==> src/sv/sfs_pkg.sv <==
`default_nettype none
package sfs_pkg;

   // Number of slots handed out by the allocator
   localparam int MAX_SLOTS = 64;

   // Field widths
   localparam int SLOT_W = 8;
   localparam int STATUS_W = 3;
   // Fill count and bump pointer must hold MAX_SLOTS itself
   localparam int CNT_W = $clog2(MAX_SLOTS + 1);
   // Index into per-slot flag storage
   localparam int IDX_W = $clog2(MAX_SLOTS);
   // Width used to compare a slot index against counts
   localparam int CMP_W = (SLOT_W > CNT_W) ? SLOT_W + 1 : CNT_W + 1;

   // Request commands
   localparam logic CMD_ALLOC = 1'b0;
   localparam logic CMD_FREE  = 1'b1;

   // Response status codes
   typedef enum logic [STATUS_W-1:0] {
      ST_OK                = 3'd0,
      ST_NO_SLOT           = 3'd1,
      ST_NOTHING_ALLOCATED = 3'd2,
      ST_OUT_OF_RANGE      = 3'd3,
      ST_STACK_FULL        = 3'd4
   } status_type;

   // Shift control broadcast along the stack cells
   typedef struct packed {
      logic push;
      logic pop;
   } stk_ctrl_type;

endpackage
`default_nettype wire

==> src/sv/sfs_cell.sv <==
`default_nettype none
// One stack entry: loads from the neighbor above on push, from below on pop
module sfs_cell (
   input  wire logic                          clock,
   input  wire sfs_pkg::stk_ctrl_type         ctrl,
   input  wire logic [sfs_pkg::SLOT_W-1:0]    from_above,
   input  wire logic [sfs_pkg::SLOT_W-1:0]    from_below,
   output logic      [sfs_pkg::SLOT_W-1:0]    data
);

   logic [sfs_pkg::SLOT_W-1:0] data_ff;
   logic [sfs_pkg::SLOT_W-1:0] data_in;

   // Next entry value
   always_comb begin
      data_in = data_ff;
      if (ctrl.push) begin
         data_in = from_above;
      end else if (ctrl.pop) begin
         data_in = from_below;
      end
   end

   always_ff @(posedge clock) begin
      data_ff <= data_in;
   end

   assign data = data_ff;

endmodule
`default_nettype wire

==> src/sv/sfs_stack.sv <==
`default_nettype none
// LIFO built as a chain of shifting cells; cell 0 is the top of stack
module sfs_stack (
   input  wire logic                          clock,
   input  wire sfs_pkg::stk_ctrl_type         ctrl,
   input  wire logic [sfs_pkg::SLOT_W-1:0]    push_data,
   output logic      [sfs_pkg::SLOT_W-1:0]    top_data
);

   logic [sfs_pkg::SLOT_W-1:0] cell_data [sfs_pkg::MAX_SLOTS];

   for (genvar i = 0; i < sfs_pkg::MAX_SLOTS; i++) begin : g_cell
      logic [sfs_pkg::SLOT_W-1:0] above;
      logic [sfs_pkg::SLOT_W-1:0] below;

      // Neighbor hookup; ends of the chain take the new entry / zero
      if (i == 0) begin : g_top
         assign above = push_data;
      end else begin : g_mid_a
         assign above = cell_data[i-1];
      end
      if (i == sfs_pkg::MAX_SLOTS - 1) begin : g_bot
         assign below = '0;
      end else begin : g_mid_b
         assign below = cell_data[i+1];
      end

      sfs_cell u_cell (
         .clock      (clock),
         .ctrl       (ctrl),
         .from_above (above),
         .from_below (below),
         .data       (cell_data[i])
      );
   end

   assign top_data = cell_data[0];

endmodule
`default_nettype wire

==> src/sv/slot_allocator_free_stack_unit.sv <==
`default_nettype none
// Channel | Ports                                  | Direction
// --------+----------------------------------------+----------
// request | req_valid/ready, command, freed_slot   | in
// result  | rsp_valid/ready, slot_index, status    | out
//
// Each request is a push or pop of the cell chain plus the count and bump
// pointer update, so one transaction per clock is sustained while rsp_ready is high.
// The result shows in the cycle after acceptance in an output register; a new
// request is taken while that register is empty or being drained.
// Reset empties the stack, clears the bump pointer and all visible flags.
module slot_allocator_free_stack_unit (
   input  wire logic                              clock,
   input  wire logic                              reset,
   input  wire logic                              req_valid,
   output logic                                   req_ready,
   input  wire logic                              req_command,
   input  wire logic [sfs_pkg::SLOT_W-1:0]        req_freed_slot,
   output logic                                   rsp_valid,
   input  wire logic                              rsp_ready,
   output logic      [sfs_pkg::SLOT_W-1:0]        rsp_slot_index,
   output logic      [sfs_pkg::STATUS_W-1:0]      rsp_status
);

   logic [sfs_pkg::CNT_W-1:0]     free_count_ff, free_count_in;
   logic [sfs_pkg::CNT_W-1:0]     high_water_ff, high_water_in;
   logic [sfs_pkg::MAX_SLOTS-1:0] visible_ff, visible_in;
   logic                          rsp_valid_ff, rsp_valid_in;
   logic [sfs_pkg::SLOT_W-1:0]    slot_ff, slot_in;
   sfs_pkg::status_type           status_ff, status_in;

   sfs_pkg::stk_ctrl_type         stk_ctrl;
   logic [sfs_pkg::SLOT_W-1:0]    top_data;
   logic                          fire;
   logic [sfs_pkg::CMP_W-1:0]     slot_ext;
   logic [sfs_pkg::CMP_W-1:0]     hw_ext;

   sfs_stack u_stack (
      .clock     (clock),
      .ctrl      (stk_ctrl),
      .push_data (req_freed_slot),
      .top_data  (top_data)
   );

   assign req_ready = !rsp_valid_ff || rsp_ready;
   assign fire      = req_valid && req_ready;
   assign slot_ext  = sfs_pkg::CMP_W'(req_freed_slot);
   assign hw_ext    = sfs_pkg::CMP_W'(high_water_ff);

   // Request decode and state update
   always_comb begin
      free_count_in = free_count_ff;
      high_water_in = high_water_ff;
      visible_in    = visible_ff;
      stk_ctrl      = '0;
      slot_in       = slot_ff;
      status_in     = status_ff;
      rsp_valid_in  = rsp_valid_ff && !rsp_ready;

      if (fire) begin
         rsp_valid_in = 1'b1;
         slot_in      = '0;
         status_in    = sfs_pkg::ST_OK;
         if (req_command == sfs_pkg::CMD_ALLOC) begin
            if (free_count_ff != '0) begin
               // reuse most recently freed slot
               stk_ctrl.pop  = 1'b1;
               free_count_in = free_count_ff - 1'b1;
               slot_in       = top_data;
               visible_in[top_data[sfs_pkg::IDX_W-1:0]] = 1'b1;
            end else if (hw_ext < sfs_pkg::CMP_W'(sfs_pkg::MAX_SLOTS)) begin
               // bump pointer
               high_water_in = high_water_ff + 1'b1;
               slot_in       = sfs_pkg::SLOT_W'(high_water_ff);
               visible_in[high_water_ff[sfs_pkg::IDX_W-1:0]] = 1'b1;
            end else begin
               status_in = sfs_pkg::ST_NO_SLOT;
            end
         end else begin
            if (high_water_ff == '0) begin
               status_in = sfs_pkg::ST_NOTHING_ALLOCATED;
            end else if (slot_ext >= hw_ext ||
                         slot_ext >= sfs_pkg::CMP_W'(sfs_pkg::MAX_SLOTS)) begin
               status_in = sfs_pkg::ST_OUT_OF_RANGE;
            end else if (free_count_ff >= sfs_pkg::CNT_W'(sfs_pkg::MAX_SLOTS)) begin
               status_in = sfs_pkg::ST_STACK_FULL;
            end else begin
               stk_ctrl.push = 1'b1;
               free_count_in = free_count_ff + 1'b1;
               visible_in[req_freed_slot[sfs_pkg::IDX_W-1:0]] = 1'b0;
            end
         end
      end
   end

   // Control state
   always_ff @(posedge clock) begin
      if (reset) begin
         free_count_ff <= '0;
         high_water_ff <= '0;
         visible_ff    <= '0;
         rsp_valid_ff  <= 1'b0;
      end else begin
         free_count_ff <= free_count_in;
         high_water_ff <= high_water_in;
         visible_ff    <= visible_in;
         rsp_valid_ff  <= rsp_valid_in;
      end
   end

   // Result payload
   always_ff @(posedge clock) begin
      slot_ff   <= slot_in;
      status_ff <= status_in;
   end

   assign rsp_valid      = rsp_valid_ff;
   assign rsp_slot_index = slot_ff;
   assign rsp_status     = status_ff;

endmodule
`default_nettype wire

==> config.mk <==
export PLATFORM = sky130hd
export DESIGN_NAME = slot_allocator_free_stack_unit
export DESIGN_NICKNAME = d
export VERILOG_FILES = /design/src/sv/sfs_pkg.sv /design/src/sv/sfs_cell.sv /design/src/sv/sfs_stack.sv /design/src/sv/slot_allocator_free_stack_unit.sv
export SDC_FILE = /design/constraint.sdc
export NUM_CORES = 1
export LEC_CHECK = 0
export ABC_AREA = 1
export ABC_CLOCK_PERIOD_IN_PS = 57700
export BUFFER_PORTS_ARGS = -buffer_cell sky130_fd_sc_hd__buf_2
export CORE_MARGIN = 2
export CORE_UTILIZATION = 55
export CTS_BUF_LIST = sky130_fd_sc_hd__clkbuf_16
export DETAILED_ROUTE_END_ITERATION = 16
export HOLD_SLACK_MARGIN = 0.08
export PLACE_DENSITY = 0.71
export SETUP_SLACK_MARGIN = 0.3
export SYNTH_ARGS = -nofsm -noshare
export SYNTH_HDL_FRONTEND = slang
export SYNTH_SLANG_ARGS = --single-unit
==> constraint.sdc <==
create_clock -name clock -period 57.7 [get_ports clock]
set_clock_uncertainty 0.2 [all_clocks]
set_input_delay 2.885 -clock clock [delete_from_list [all_inputs] [get_ports clock]]
set_output_delay 2.885 -clock clock [all_outputs]
set_load 0.05 [all_outputs]
After elaboration in Yosys (flattened, before gate mapping):

Index checks and enable logic that the tools add are counted.

* register bits: 538
* word-level logic and storage cells: 242

* $add $sub $neg: 3
* $lt $le $gt $ge: 4
* eq/ne operators: 3
* muxes and demuxes: 149
* bitwise gates (word level): 2
* reductions and logical operators: 12

Operators with widths (count)
* 2-to-1 mux 8 bit: 129
* 2-to-1 mux 7 bit: 6
* adder 7 x 1 -> 7 bit, second input constant: 2
* 2-to-1 mux 3 bit: 4
* 2-to-1 mux 1 bit: 9
* greater-or-equal comparator 8 x 7 -> 1 bit: 1
* greater-or-equal comparator 8 x 7 -> 1 bit, second input constant: 1
* greater-or-equal comparator 7 bit, second input constant: 1
* logical NOT 7 bit: 1
* < comparator 7 bit, second input constant: 1
* nonzero test 7 bit: 1
* subtractor 7 x 1 -> 7 bit, second input constant: 1
* inequality test 2 bit, second input constant: 3
* AND reduction 5 bit: 1
* AND reduction 4 bit: 1
* nonzero test 2 bit: 2
* logical AND 1 bit: 2
* logical NOT 1 bit: 2
* logical OR 1 bit: 2
* 2-to-1 mux 2 bit: 1
* inverter 1 bit: 2

Longest topological paths before layout:

Gate-level depths: netlist of run 1.

* word-level depth: 8
* gate-level depth with buffers: 17

Hierarchy:

A second synthesis of run 1 with hierarchy kept.

* cells, all modules: 2462
* area, all modules: 24248.3 um^2

Modules (own cells, without submodules)
* sfs_cell: instances 64, cells an instance 35, area an instance 351.6 um^2, seq. area each 240.2 um^2
* slot_allocator_free_stack_unit: instances 1, cells an instance 221, area an instance 1742.9 um^2, seq. area each 630.6 um^2
* sfs_stack: instances 1, cells an instance 1, area an instance 3.8 um^2, seq. area each 0.0 um^2

Worst setup path after synthesis of run 1:

No wires, ideal clock.

* path kind: input -> register
* start: in rsp_ready
* end: reg u_stack.g_cell[0].u_cell.data_ff, in the netlist u_stack.g_cell[0].u_cell.data[0], enable pin
* library setup time: 2.097 ns
* data arrival time: 39.170 ns
* setup slack: 16.233 ns
* cell stages on the path: 4
* buffers on the path: 0
* cells stage by stage: inv_1 nand2_1 nand2_1 o21ai_0

* longest elaborated chain between the ends: 4

Ends and longest elaborated chain
* from (decl): line slot_allocator_free_stack_unit.sv:20 `input wire logic rsp_ready,`
* logical OR 1 bit: line slot_allocator_free_stack_unit.sv:45 `assign req_ready = !rsp_valid_ff || rsp_ready;`
* named net req_ready: line slot_allocator_free_stack_unit.sv:16 `output logic req_ready,`
* logical AND 1 bit: line slot_allocator_free_stack_unit.sv:46 `assign fire = req_valid && req_ready;`
* 2-to-1 mux 2 bit: line slot_allocator_free_stack_unit.sv:60 `if (fire) begin`
* nonzero test 2 bit (no source line)
* to (signal assigned): line sfs_cell.sv:25 `data_ff <= data_in;`
* to (decl): line sfs_cell.sv:11 `logic [sfs_pkg::SLOT_W-1:0] data_ff;`

The timed path passes the listed nets, and every way through them passes these cells.
A chain may end at the register's enable or synchronous reset.

Worst setup path after layout of run 1:

* start: in req_freed_slot[0] in the netlist's numbering
* end: reg u_stack.g_cell[61].u_cell.data_ff, in the netlist u_stack.g_cell[61].u_cell.data[1], enable pin

* longest elaborated chain between the ends: 7

Ends and longest elaborated chain
* from (decl): line slot_allocator_free_stack_unit.sv:18 `input wire logic [sfs_pkg::SLOT_W-1:0] req_freed_slot,`
* greater-or-equal comparator 8 x 7 -> 1 bit, on equally long branches: line slot_allocator_free_stack_unit.sv:82, slot_allocator_free_stack_unit.sv:83
* logical OR 1 bit (*): line slot_allocator_free_stack_unit.sv:82 `end else if (slot_ext >= hw_ext ||`
* 2-to-1 mux 1 bit (*): line slot_allocator_free_stack_unit.sv:82
* 2-to-1 mux 1 bit (*): line slot_allocator_free_stack_unit.sv:80 `if (high_water_ff == '0) begin`
* 2-to-1 mux 1 bit (*): line slot_allocator_free_stack_unit.sv:64 `if (req_command == sfs_pkg::CMD_ALLOC) begin`
* 2-to-1 mux 2 bit (*): line slot_allocator_free_stack_unit.sv:60
* nonzero test 2 bit (no source line) (*)
* to (signal assigned): line sfs_cell.sv:25
* to (decl): line sfs_cell.sv:11

Mark *: on every way between the ends. The rest lies on a longest branch, timed or not.

==> qor.yml, run 1 <==
clock_tree:
  postCtsSetupRepairBufs: 0
  tritoncts.num_buffers: 54
  cts-resized-gates: 0
  holdBufCountCts: 0
  clk_pin_slew_ns: 0.06
  root_buffer: "clkbuf_16"
  htreeDepth: 2
  clkLatencyLatePin_ns: 0.59
  clock-sinks: 538
  cts_tree: "yes"
  cts_buffer_depth: 3
setup_path:
  startpoint: "req_freed_slot[0]"
  cp.arrival_ns: 6.99
  cp.required_ns: 57.71
  critical_path_class: "in2reg"
  critPathMaxFanout: 80
  startpoint_type: "input pin"
  endpoint_kind: "flop"
  worst_r2r_startpoint: "high_water_ff[3]$_SDFFE_PP0P_"
logic_synthesis:
  synth_fp_nets: 2394
  ys_seq_area_frac: 0.662
  syn_avg_cell_area_um2: 10.2
  yosysTopAreaCell: "edfxtp_1"
  async_flop_share: 0
  synth_cell_types: 31
  netlist.area_leader.share: 0.649
  synth_edf_count: 523
  syn_area_um2: 24200
  ys_seq_elements: 538
  synth_ff_type: "edfxtp_1"
  synthTopCellsByArea: "edfxtp_1 65%, nand2_1 8.7%, inv_1 8.3%"
  netlist_instances: 2365
  yosysWarnings: 0
timing:
  finalSetupViolations: 0
  post-route-min-period_ns: 6.98
  layout_setup_ws_ns: 50.72
  tightest_slew_ns: 1.08
  fin_tns_setup_ns: 0
  hold_viol: 0
  fmax_mhz: 143
  fin_crit_sh: 0.121
  rsz0062_at_grt: "false"
  drv_slew: 0
  slew_headroom: 0.279
final_layout:
  nets: 2372
  layout-drive-gt1-share: 0.0482
  layout_commonest_cell: "nand2_1"
  final_area_um2: 26000
  diodes: 0
  final_cell_mix: "558 x nand2_1, 551 x inv_1, 523 x edfxtp_1, 314 x o21ai_1, 196 x o21ai_0"
  area_growth_pct: 7.56
power:
  power_density_nw_per_um2: 33.3
  max-vdd-ir-drop_mv: 0.0269
  p_leak_nw: 11.8
global_routing:
  antenna_found_initial: 0
  grt_pass1_wl_mm: 63.1
  grt_max_degree: 285
  grt.overflow.total: 0
  grt_usage: 0.165
  grt_pass1_vias: 13900
routing:
  drc_errors: 0
  dr_total_vias: 14700
  wl_per_cell_um: 12.5
  drtAntennaViolNets: 0
  wl_mm: 37.1
  firstDrtPassIters: 6
  via_per_inst: 4.94
  drt_iter0_markers: 1197
placed_design:
  hpwl_mm: 20.8
  io_buffers: 25
  preCtsSetupSlack_ns: 50.07
  gp_congestion: 0.809
  dpl-instance-area_um2: 24300
die:
  start_util: 0.559
  ios: 26
  rows: 76
  die_w_um: 214
  core_area_um2: 43300
  fp.dieH_um: 214
  dieArea_um2: 45700
run:
  drv_cap: 0
hold_path:
  hp-start: "rsp_valid$_SDFF_PP0_"
  min_path_type: "reg2reg"
run_status:
  outcome: "finished, final reports clean"
==> flip-flops by register name (all words and copies together), names as in the netlist <==
signal,count
free_count_ff,7
rsp_status,3
u_stack.g_cell.u_cell.data,512
high_water_ff,7
rsp_slot_index,8
rsp_valid,1
==> kinds of logic after synthesis <==
family / after synthesis / share of synthesized area
buffers and inverters: 656 / 0.118
and+or+nand+nor: 617 / 0.0989
DFF: 538 / 0.662
AOI/OAI and AO/OA: 531 / 0.110
adders and majority gates: 16 / 0.00859
xor gates and xnor gates: 7 / 0.00253
==> where the power goes <==
group | total [mW] | switching (mW) | leakage [nW] | internal, mW
combinational | 0.0564 | 0.0396 | 6.04 | 0.0168
clock | 0.332 | 0.142 | 0.873 | 0.190
sequential | 0.477 | 0.0127 | 4.92 | 0.464
==> cells in the mapped netlist, drive strengths merged, types with 2 or more instances <==
cell type / number
a31oi: 2
dfxtp: 15
nor2: 28
a21oi: 17
clkbuf: 50
nor3: 6
nand4: 6
edfxtp: 523
xor2: 6
ha: 15
o21ai: 511
nand2: 559
nand3: 14
buf: 65
inv: 540
==> per-stage QoR <==
stage	hold slack, ns	power (mW)	util	instances
2_1_floorplan	0.278	0.576	-	2365
3_3_place_gp	0.292	0.539	0.563	2872
5_1_grt	0.348	0.902	0.601	2970
4_1_cts	0.319	0.877	0.601	2970
3_5_place_dp	0.306	0.542	0.563	2872
6_report	0.314	0.866	0.601	2970
==> worst paths after layout <==
path | endpoint | slack, ns | cells past startpoint
worst min register to register | rsp_valid$_SDFF_PP0_ | 0.31 | 2
worst min-delay path | rsp_valid$_SDFF_PP0_ | 0.31 | 2
worst max-delay path | u_stack.g_cell[61].u_cell.data[1]$_DFFE_PP_ | 50.72 | 17
worst max register to register | u_stack.g_cell[61].u_cell.data[1]$_DFFE_PP_ | 52.65 | 12
==> per-layer routing <==
layer | wire, um | up-vias | global-route usage
met2 | 16500 | 164 | 0.258
met5 | 0 | - | 0
li1 | - | 7612 | -
met3 | 1170 | 46 | 0.0272
met4 | 691 | 0 | 0.0570
met1 | 18700 | 6845 | 0.235
==> final cells by class <==
cell class / instances / area [um2]
Clock buffer: 57 / 1430
Clock inverter: 41 / 248
Fill cell: 3520 / 17300
Inverter: 541 / 2030
Multi-Input combinational cell: 1171 / 5330
Sequential cell: 538 / 16000
Tap cell: 585 / 732
Timing Repair Buffer: 37 / 240
==> critical path: stages <==
cell and delay, ns:
buf_2 0.07, inv_1 0.04, ha_1 0.28, inv_1 0.05, nand2_1 0.04, nand2_1 0.05
nand2_1 0.05, nand2_1 0.05, nand2_1 0.05, nand2_1 0.06, nand2_1 0.09, inv_2 0.10
nand3_4 0.37, o21ai_4 0.16, buf_4 0.74, buf_4 0.88, buf_4 0.84
(Power assumes the default switching activity.)
==> run 2, diff against run 1 <==
--- a/config.mk
+++ b/config.mk
@@ -5,8 +5,8 @@
 export SDC_FILE = /design/constraint.sdc
 export NUM_CORES = 1
 export LEC_CHECK = 0
-export ABC_AREA = 1
-export ABC_CLOCK_PERIOD_IN_PS = 57700
+export ABC_AREA = 0
+export ABC_CLOCK_PERIOD_IN_PS = 7300
 export BUFFER_PORTS_ARGS = -buffer_cell sky130_fd_sc_hd__buf_2
 export CORE_MARGIN = 2
 export CORE_UTILIZATION = 55
==> constraint.sdc (replaced) <==
create_clock -name clock -period 7.3 [get_ports clock]
set_clock_uncertainty 0.2 [all_clocks]
set_input_delay 0.365 -clock clock [delete_from_list [all_inputs] [get_ports clock]]
set_output_delay 0.365 -clock clock [all_outputs]
set_load 0.05 [all_outputs]
==> qor.yml, run 2 <==
run_status:
  outcome: "finished, final reports clean"  # unchanged
timing:
  fmax_mhz: 237
  post-route-min-period_ns: 4.21
  hold_viol: 0  # unchanged
  slew_headroom: 0.236  # was 0.279
  rsz0062_at_grt: "false"  # unchanged
  fin_crit_sh: 0.577
  finalSetupViolations: 0  # unchanged
  layout_setup_ws_ns: 3.09  # was 50.72 ns
  drv_slew: 0  # unchanged
  holdWs_ns: 0.226  # was 0.314 ns
  fin_tns_setup_ns: 0  # unchanged
  tightest_slew_ns: 1.15  # was 1.08 ns
die:
  rows: 75  # was 76
  die_w_um: 210  # was 214 um
  core_area_um2: 41900  # was 43300 um2
  ios: 26  # unchanged
  start_util: 0.555  # was 0.559
  fp.dieH_um: 210  # was 214 um
  dieArea_um2: 43900  # was 45700 um2
logic_synthesis:
  synth_edf_count: 523  # unchanged
  yosysWarnings: 0  # unchanged
  synthTopCellsByCount: "523 x edfxtp_1, 503 x mux2_2, 46 x buf_6, 15 x dfxtp_1, 15 x ha_1"  # was 558 x nand2_1, 538 x inv_1, 523 x edfxtp_1, 314 x o21ai_1, 197 x o21ai_0
  synthTopCellsByArea: "edfxtp_1 68%, mux2_2 24%, buf_6 2.2%"  # was edfxtp_1 65%, nand2_1 8.7%, inv_1 8.3%
  yosysTopAreaCell: "edfxtp_1"  # unchanged
  yosysMostFrequentCell: "edfxtp_1"  # was nand2_1
  synth_ff_type: "edfxtp_1"  # unchanged
  syn_avg_cell_area_um2: 18.6  # was 10.2 um2
  synth_cell_types: 38  # was 31
  ys_seq_elements: 538  # unchanged
  ys_seq_area_frac: 0.689  # was 0.662
  netlist.area_leader.share: 0.676  # was 0.649
  netlist_instances: 1247  # was 2365
  synth_fp_nets: 1276  # was 2394
  syn_area_um2: 23200  # was 24200 um2
  async_flop_share: 0  # unchanged
clock_tree:
  tritoncts.num_buffers: 54  # unchanged
  htreeDepth: 2  # unchanged
  clk_pin_slew_ns: 0.06  # about the same
  clock-sinks: 538  # unchanged
  postCtsSetupRepairBufs: 0  # unchanged
  cts_buffer_depth: 3  # unchanged
  root_buffer: "clkbuf_16"  # unchanged
  cts-resized-gates: 0  # unchanged
  clkLatencyLatePin_ns: 0.58  # was 0.59 ns
  cts_tree: "yes"  # unchanged
setup_path:
  endpoint_kind: "flop"  # unchanged
  critical_path_class: "reg2reg"  # was in2reg
  crit_top_cell: "buf_4"  # was nand2_1
  crit_buf_inv: 3  # was 7
  slowest_stage: "nand2_8"  # was buf_4
  crit_path_max_incr_delay_ns: 0.75  # was 0.88 ns
  path_delay_family: "buffers and inverters"  # unchanged
  startpoint_type: "flop"  # was input pin
  cp.arrival_ns: 4.33  # was 6.99 ns
  timing.critical_path.cells: "inv_1 -> ha_1 -> nand2_1 -> o21ai_0 -> a211oi_4 -> buf_4 -> nand2_8 -> buf_4 -> mux2_2"  # was buf_2 -> inv_1 -> ha_1 -> inv_1 -> nand2_1 -> nand2_1 -> nand2_1 -> nand2_1 -> nand2_1 -> nand2_1 -> nand2_1 -> inv_2 -> nand3_4 -> o21ai_4 -> buf_4 -> buf_4 -> buf_4
  cp.required_ns: 7.42  # was 57.71 ns
  critPathMaxFanout: 151  # was 80
power:
  power.internal_mw: 5.34  # was 0.671 mW
  p_clk_frac: 0.409  # was 0.384
  swShare: 0.207  # was 0.225
  power_density_nw_per_um2: 264  # was 33.3 nW/um2
  max-vdd-ir-drop_mv: 0.189  # was 0.0269 mV
  p_leak_nw: 8.57  # was 11.8 nW
  power_switching_mw: 1.40  # was 0.195 mW
  seqPwrFrac: 0.543  # was 0.551
  share_comb_of_total_power: 0.048  # was 0.065
  p_total_mw: 6.74  # was 0.866 mW
routing:
  drtAntennaViolNets: 0  # unchanged
  wl_per_cell_um: 17.2  # was 12.5 um
  wl_mm: 32.2  # was 37.1 mm
  via_per_inst: 5.60  # was 4.94
  dr_total_vias: 10500  # was 14700
  drt_iter0_markers: 783  # was 1197
  firstDrtPassIters: 6  # unchanged
  drc_errors: 0  # unchanged
global_routing:
  grt_pass1_wl_mm: 53.5  # was 63.1 mm
  antenna_found_initial: 0  # unchanged
  grt.overflow.total: 0  # unchanged
  grt_max_degree: 206  # was 285
  grt_usage: 0.147  # was 0.165
  grt_pass1_vias: 10700  # was 13900
placed_design:
  io_buffers: 25  # unchanged
  gp_congestion: 0.740  # was 0.809
  hpwl_mm: 17.8  # was 20.8 mm
  preCtsSetupSlack_ns: 3.08  # was 50.07 ns
final_layout:
  diodes: 0  # unchanged
  area_growth_pct: 9.89  # was 7.56%
  nets: 1316  # was 2372
  layout_commonest_cell: "edfxtp_1"  # was nand2_1
  layout-drive-gt1-share: 0.477  # was 0.0482
  largest_register_ffs: 512  # unchanged
  final_cell_mix: "523 x edfxtp_1, 503 x mux2_2, 57 x clkbuf_16, 25 x buf_2, 21 x inv_1"  # was 558 x nand2_1, 551 x inv_1, 523 x edfxtp_1, 314 x o21ai_1, 196 x o21ai_0
run:
  drv_cap: 0  # unchanged
hold_path:
  min_path_type: "in2reg"  # was reg2reg
## run 2: cell count changes after synthesis, moves of 5 or more
| cell | change |
|---|---|
| buf_4 | -5 |
| o211ai_1 | +6 |
| o21ai_0 | -184 |
| nand2_1 | -547 |
| inv_1 | -524 |
| xnor2_1 | +8 |
| xor2_1 | -5 |
| and3_1 | +8 |
| nor2_1 | -18 |
| mux2_2 | +503 |
| o21ai_1 | -314 |
| nand3_1 | -11 |
| clkbuf_1 | -45 |
## run 2: final timing paths
kind / startpoint / cells past startpoint / slack, ns / endpoint
worst max-delay path: high_water_ff[2]$_SDFFE_PP0P_ / 9 / 3.09 / u_stack.g_cell[57].u_cell.data[2]$_DFFE_PP_
worst min register to register: high_water_ff[1]$_SDFFE_PP0P_ / 2 / 0.32 / high_water_ff[1]$_SDFFE_PP0P_
worst min-delay path: req_freed_slot[7] / 4 / 0.23 / rsp_status[1]$_SDFFCE_PN0P_
worst max register to register: high_water_ff[2]$_SDFFE_PP0P_ / 9 / 3.09 / u_stack.g_cell[57].u_cell.data[2]$_DFFE_PP_
## run 2: worst min-delay path, cell delays in order
cell	delay, ns
buf_2	0.09
a211o_1	0.18
a21oi_1	0.07
a21oi_1	0.17
## run 2: layer usage
layer  global-route usage  wire (um)
met5                    0          0
met2                0.230      14900
met3               0.0259       1000
met4               0.0521        743
met1                0.209      15600
## run 2: logic make-up (layout without fill, tap and decap cells)
group | Yosys count | after routing | share of synthesized area
xor+xnor | 10 | 10 | 0.00377
fa+ha+maj | 16 | 16 | 0.00894
buf+inv | 74 | 160 | 0.0277
simple gates | 55 | 55 | 0.0123
compound gates | 51 | 51 | 0.0144
mux | 503 | 503 | 0.244
flops | 538 | 538 | 0.689
## run 2: power by group through the flow
stage               logic (mW)  registers (mW)  clock network (mW)
finish                   0.322            3.66                2.76
global route             0.355            3.68                2.95
floorplan                0.233            3.76                   0
CTS                      0.327            3.66                2.84
detailed placement       0.322            3.72                   0
global placement         0.309            3.72                   0
## run 2: what timing repair did
item / CTS / global route
endpoints found under the hold margin: 20 / 0
endpoints found under the setup margin: 0 / 0
hold buffers: 10 / 0
## run 2: through the flow
| step | std cells | instance area, um2 | util |
|---|---|---|---|
| detailed placement | 1760 | 23600 | 0.565 |
| finish | 1872 | 25500 | 0.610 |
| global route | 1872 | 25500 | 0.610 |
| CTS | 1872 | 25500 | 0.610 |
| global placement | 1760 | 23600 | 0.565 |
| floorplan | 1247 | 23300 | - |
## run 2: final cells by class
type	count	area (um2)
fill	3036	16300
tap	539	674
multi-input combinational	635	6640
inverter	14	52.6
clock inverter	45	372
sequential	538	16000
timing repair buffer	44	355
clock buffer	57	1430
